`config.mk`:
```
export PLATFORM = sky130hd
export DESIGN_NAME = gsp_divider
export DESIGN_NICKNAME = d
export VERILOG_FILES = /design/src/gsp_pkg.sv /design/src/gsp_divider.sv
export SDC_FILE = /design/constraint.sdc
export NUM_CORES = 1
export LEC_CHECK = 0
export BUFFER_PORTS_ARGS = -buffer_cell sky130_fd_sc_hd__buf_2
export CORE_AREA = 3 3 218 134
export CTS_CLUSTER_SIZE = 40
export DETAILED_ROUTE_END_ITERATION = 12
export DIE_AREA = 0 0 221 137
export SYNTH_ARGS = -nofsm -noshare
export SYNTH_HDL_FRONTEND = slang
export SYNTH_SLANG_ARGS = --single-unit
export TNS_END_PERCENT = 50
```
`constraint.sdc`:
```
create_clock -name clock -period 2.55 [get_ports clock]
set_input_delay 0.1275 -clock clock [delete_from_list [all_inputs] [get_ports clock]]
set_output_delay 0.1275 -clock clock [all_outputs]
set_load 0.01 [all_outputs]
```
`src/gsp_pkg.sv`:
```
// Package for the gas sensor ppm converter: constants, codes and the exp2 table.
`default_nettype none
package gsp_pkg;
   localparam int LOAD_W  = 20;
   localparam int CAR_W   = 16;
   localparam int COEFA_W = 24;
   localparam int COEFB_W = 16;
   localparam int RAW_W   = 12;
   localparam int CSR_W   = 24;
   localparam int CSR_IDX_W = 2;
   localparam int DEF_ADC_BITS = 12;
   localparam int DEF_CAL_SAMPLES = 100;

   localparam logic [CSR_IDX_W-1:0] REG_LOAD = 2'd0;
   localparam logic [CSR_IDX_W-1:0] REG_CAR  = 2'd1;
   localparam logic [CSR_IDX_W-1:0] REG_COEFA = 2'd2;
   localparam logic [CSR_IDX_W-1:0] REG_COEFB = 2'd3;

   localparam logic [1:0] ST_CAL   = 2'd0;
   localparam logic [1:0] ST_DONE  = 2'd1;
   localparam logic [1:0] ST_MEAS  = 2'd2;
   localparam logic [1:0] ST_ZERO  = 2'd3;

   // shared divider request: 64-bit dividend, 32-bit divisor
   typedef struct packed {
      logic        start;
      logic [63:0] num;
      logic [31:0] den;
   } div_req_type;

   typedef struct packed {
      logic        done;
      logic [63:0] quot;
   } div_rsp_type;

   function automatic logic [31:0] exp2_tab(input logic [3:0] k);
      logic [31:0] v;
      case (k)
         4'd0: v = 32'd1518500250;
         4'd1: v = 32'd1276901417;
         4'd2: v = 32'd1170923762;
         4'd3: v = 32'd1121280436;
         4'd4: v = 32'd1097253708;
         4'd5: v = 32'd1085434106;
         4'd6: v = 32'd1079572136;
         4'd7: v = 32'd1076653033;
         4'd8: v = 32'd1075196443;
         4'd9: v = 32'd1074468888;
         4'd10: v = 32'd1074105294;
         4'd11: v = 32'd1073923544;
         4'd12: v = 32'd1073832680;
         4'd13: v = 32'd1073787251;
         4'd14: v = 32'd1073764537;
         default: v = 32'd1073753181;
      endcase
      return v;
   endfunction
endpackage
`default_nettype wire

```
`src/gsp_divider.sv`:
```
// Restoring divider, one quotient bit per cycle, 64 by 32 bits.
`default_nettype none
module gsp_divider (
   input  wire logic                clock,
   input  wire logic                reset,
   input  wire gsp_pkg::div_req_type req,
   output gsp_pkg::div_rsp_type      rsp
);
   import gsp_pkg::*;
   logic [63:0] quot_ff, quot_in;
   logic [32:0] rem_ff, rem_in;
   logic [31:0] den_ff, den_in;
   logic [6:0]  cnt_ff, cnt_in;
   logic        busy_ff, busy_in, done_ff, done_in;
   logic [32:0] trial;
   logic [33:0] diff;

   always_comb begin
      quot_in = quot_ff; rem_in = rem_ff; den_in = den_ff;
      cnt_in = cnt_ff; busy_in = busy_ff; done_in = 1'b0;
      trial = {rem_ff[31:0], quot_ff[63]};
      diff = {1'b0, trial} - {2'b00, den_ff};
      if (req.start) begin
         quot_in = req.num; rem_in = '0; den_in = req.den;
         cnt_in = 7'd0; busy_in = 1'b1;
      end else if (busy_ff) begin
         if (!diff[33]) begin
            rem_in = diff[32:0];
            quot_in = {quot_ff[62:0], 1'b1};
         end else begin
            rem_in = trial;
            quot_in = {quot_ff[62:0], 1'b0};
         end
         cnt_in = cnt_ff + 7'd1;
         if (cnt_ff == 7'd63) begin
            busy_in = 1'b0; done_in = 1'b1;
         end
      end
   end

   always_ff @(posedge clock) begin
      if (reset) begin
         busy_ff <= 1'b0; done_ff <= 1'b0; cnt_ff <= '0;
      end else begin
         busy_ff <= busy_in; done_ff <= done_in; cnt_ff <= cnt_in;
      end
      quot_ff <= quot_in; rem_ff <= rem_in; den_ff <= den_in;
   end

   assign rsp.done = done_ff;
   assign rsp.quot = quot_ff;

   a_done_after_busy: assert property (@(posedge clock) disable iff (reset)
      done_ff |-> $past(busy_ff)) else $error("done without busy");
   a_no_busy_done: assert property (@(posedge clock) disable iff (reset)
      done_ff |-> !busy_ff) else $error("busy and done together");
   a_cnt_idle: assert property (@(posedge clock) disable iff (reset)
      $fell(busy_ff) |-> done_ff) else $error("busy dropped without done");
endmodule
`default_nettype wire

```
==> flow_summary.yaml <==
logic_synthesis:
  ys_types: 61
  synth_most_common_cell: "edfxtp_1"
  ys_top_cells_by_area: "edfxtp_1 (39%), dfxtp_1 (11%), mux2_2 (9.8%)"
  yosysTopAreaCellShare_pct: 39.11
  ys_seq_elements: 137
  syn_area_um2: 7371
  syn_nets: 777
  synth_commonest_cells: "edfxtp_1 (96), mux2_2 (64), nor2_1 (44)"
  yosys_warnings: 0
  synth-seq-area-share_pct: 50.25
  postSynthCellCount: 644
  yosys.area.top_type: "edfxtp_1"
  avgSynthCellArea_um2: 11.45
  async_flop_share_pct: 0
  ys.flop_type: "edfxtp_1"
  synth_edf_count: 96
power:
  leakage_nw: 4.899
  p_per_area_nw_per_um2: 646.5
  fin_total_pwr_mw: 7.375
  vdd_drop_max_v: 0.0003160
global_routing:
  overflow: 0
  grt_use_total_pct: 14.39
  grt_antenna_before_repair: 0
  grt_pass1_vias: 6300
  grt_max_degree: 60
  grt_pass1_wl_um: 34090
critical_path:
  critPathCaptureType: "flop"
  cp.arrival_ns: 3.16
  crit_required_ns: 2.87
  worstSetupStartpointType: "flop"
  criticalPathCategory: "reg -> reg"
  cp_max_fo: 4
sta:
  fin_worst_skew_ns: 0.01000
  rsz0062_at_grt: "true"
  period_needed_ns: 2.840
  hold_violations: 0
  setup_violations: 30
  max-slew-margin-rel_pct: 62.88
  fmax_mhz: 352.1
  worst_pin_slew_ns: 0.5509
  timing.hold.ws_ns: 0.03706
  drv_slew: 0
  period_share_pct: 111.4
  setup_tns_ns: -2.827
  setup_ws_ns: -0.2898
floorplanning:
  start_util_pct: 26.90
  coreArea_um2: 27400
  rows: 47
  io_pins: 164
  dieArea_um2: 30280
  die_x_um: 221
  die_h_um: 137
drt:
  via_count: 6332
  wire_per_inst_um: 15.47
  drt_iter0_drc: 385
  firstDrtPassIters: 5
  routed_wl_um: 21460
  drc_errors: 0
  ant_nets: 0
  routed_via_density: 4.565
placed_design:
  post-dp-hpwl_um: 14660
  routabilityCongestion: 0.8763
  port_buffers: 163
  place_inst: 1241
final_layout:
  drive_above_1_share_pct: 44.41
  area_growth_pct: 54.76
  nets: 1140
  instances_no_fill: 1387
  n_antenna_cell: 0
min_path:
  hp-class: "in -> reg"
clocking:
  insertion_delay_ns: 0.44
  cts_made_buffers: 17
  cts_buffer_depth: 2
  cts_sinks: 137
  h-tree-depth: 4
  root_buffer: "clkbuf_16"
  tritoncts: "done"
  clkTransAtPathRegs_ns: 0.06
outcome:
  outcome: "finished, violations left"
  violations: "negative setup slack"
run:
  max_cap_viol_count: 0
[cells in the final DEF (no fill, tap or decap), types with 29 or more instances in the layout]
cell and instances:
inv_1 33, a21oi_1 34, dlygate4sd3_1 96, edfxtp_1 96
nand2_1 29, mux2_2 64, nor2_1 44, buf_2 162
dfxtp_1 38, buf_4 107
[sequential cells by signal (all words and copies together), names as in the netlist]
register	cells
busy_ff	1
cnt_ff	7
den_ff	32
done_ff	1
quot_ff	64
rem_ff	32
[metrics by stage]
| stage | worst slack (ns) | cell area (um2) | utilization (%) |
|---|---|---|---|
| 6_report | -0.2898 | 11410 | 41.63 |
| 5_1_grt | -0.5020 | 11410 | 41.63 |
| 4_1_cts | -0.3228 | 11250 | 41.05 |
| 3_5_place_dp | -0.3886 | 9310 | 33.97 |
| 3_3_place_gp | -0.3029 | 9310 | 33.97 |
| 2_1_floorplan | -0.1559 | 7381 | - |
[power by group]
| group | switching, mW | leakage, nW | internal, mW |
|---|---|---|---|
| clock network | 1.06 | 0.284 | 1.46 |
| logic | 1.01 | 3.32 | 1.11 |
| registers | 0.115 | 1.29 | 2.62 |
[repair_timing]
action                                  CTS  global route
hold buffers                             96             0
endpoints found under the setup margin   33            33
endpoints found under the hold margin    96             0
pin swaps                                49            28
buffers inserted                         10             9
resized for setup                        50            29
gates cloned                              2             0
[per-layer routing]
metal  global-route usage, %  part of all wire, %
met4                   5.502                  2.3
met1                   20.05                   49
met2                   21.56                   44
met5                       0                    0
met3                   3.580                  4.5
[cells by family after synthesis]
| group | count (synthesis) | synth area share [%] |
|---|---|---|
| compound gates | 151 | 14.41 |
| xor+xnor | 29 | 3.446 |
| fa+ha+maj | 34 | 5.873 |
| buf+inv | 75 | 4.396 |
| flops | 137 | 50.25 |
| mux | 88 | 13.04 |
| simple gates | 130 | 8.590 |
[worst max-delay path, stage by stage, from the launching register on]
cell      delay [ns]
edfxtp_1        0.39
inv_1           0.07
ha_2            0.18
inv_2           0.04
fa_2            0.35
a21oi_2         0.15
o211ai_1        0.11
o2111a_2        0.17
o31ai_4         0.27
nand4_1         0.22
a21oi_4         0.23
o21ai_1         0.11
xor2_1          0.15
a211o_1         0.30
[final cells by class]
| class | count | area, um2 |
|---|---|---|
| multi-input combinational | 432 | 3706 |
| timing repair buffer | 378 | 2790 |
| clock inverter | 14 | 161.4 |
| tap | 367 | 459.2 |
| fill | 2651 | 16000 |
| sequential | 137 | 3707 |
| inverter | 41 | 153.9 |
| clock buffer | 18 | 429.2 |
[worst paths after layout]
path                                  start           to  slack (ns)  cells past startpoint
worst max register to register  quot_ff[63]   rem_ff[26]       -0.29                     13
worst min register to register   rem_ff[31]   rem_ff[31]        0.49                      2
worst min-delay path                req[86]  quot_ff[54]        0.04                      2
worst max-delay path            quot_ff[63]   rem_ff[26]       -0.29                     13
No activity file was read; power rests on OpenSTA's default activity.
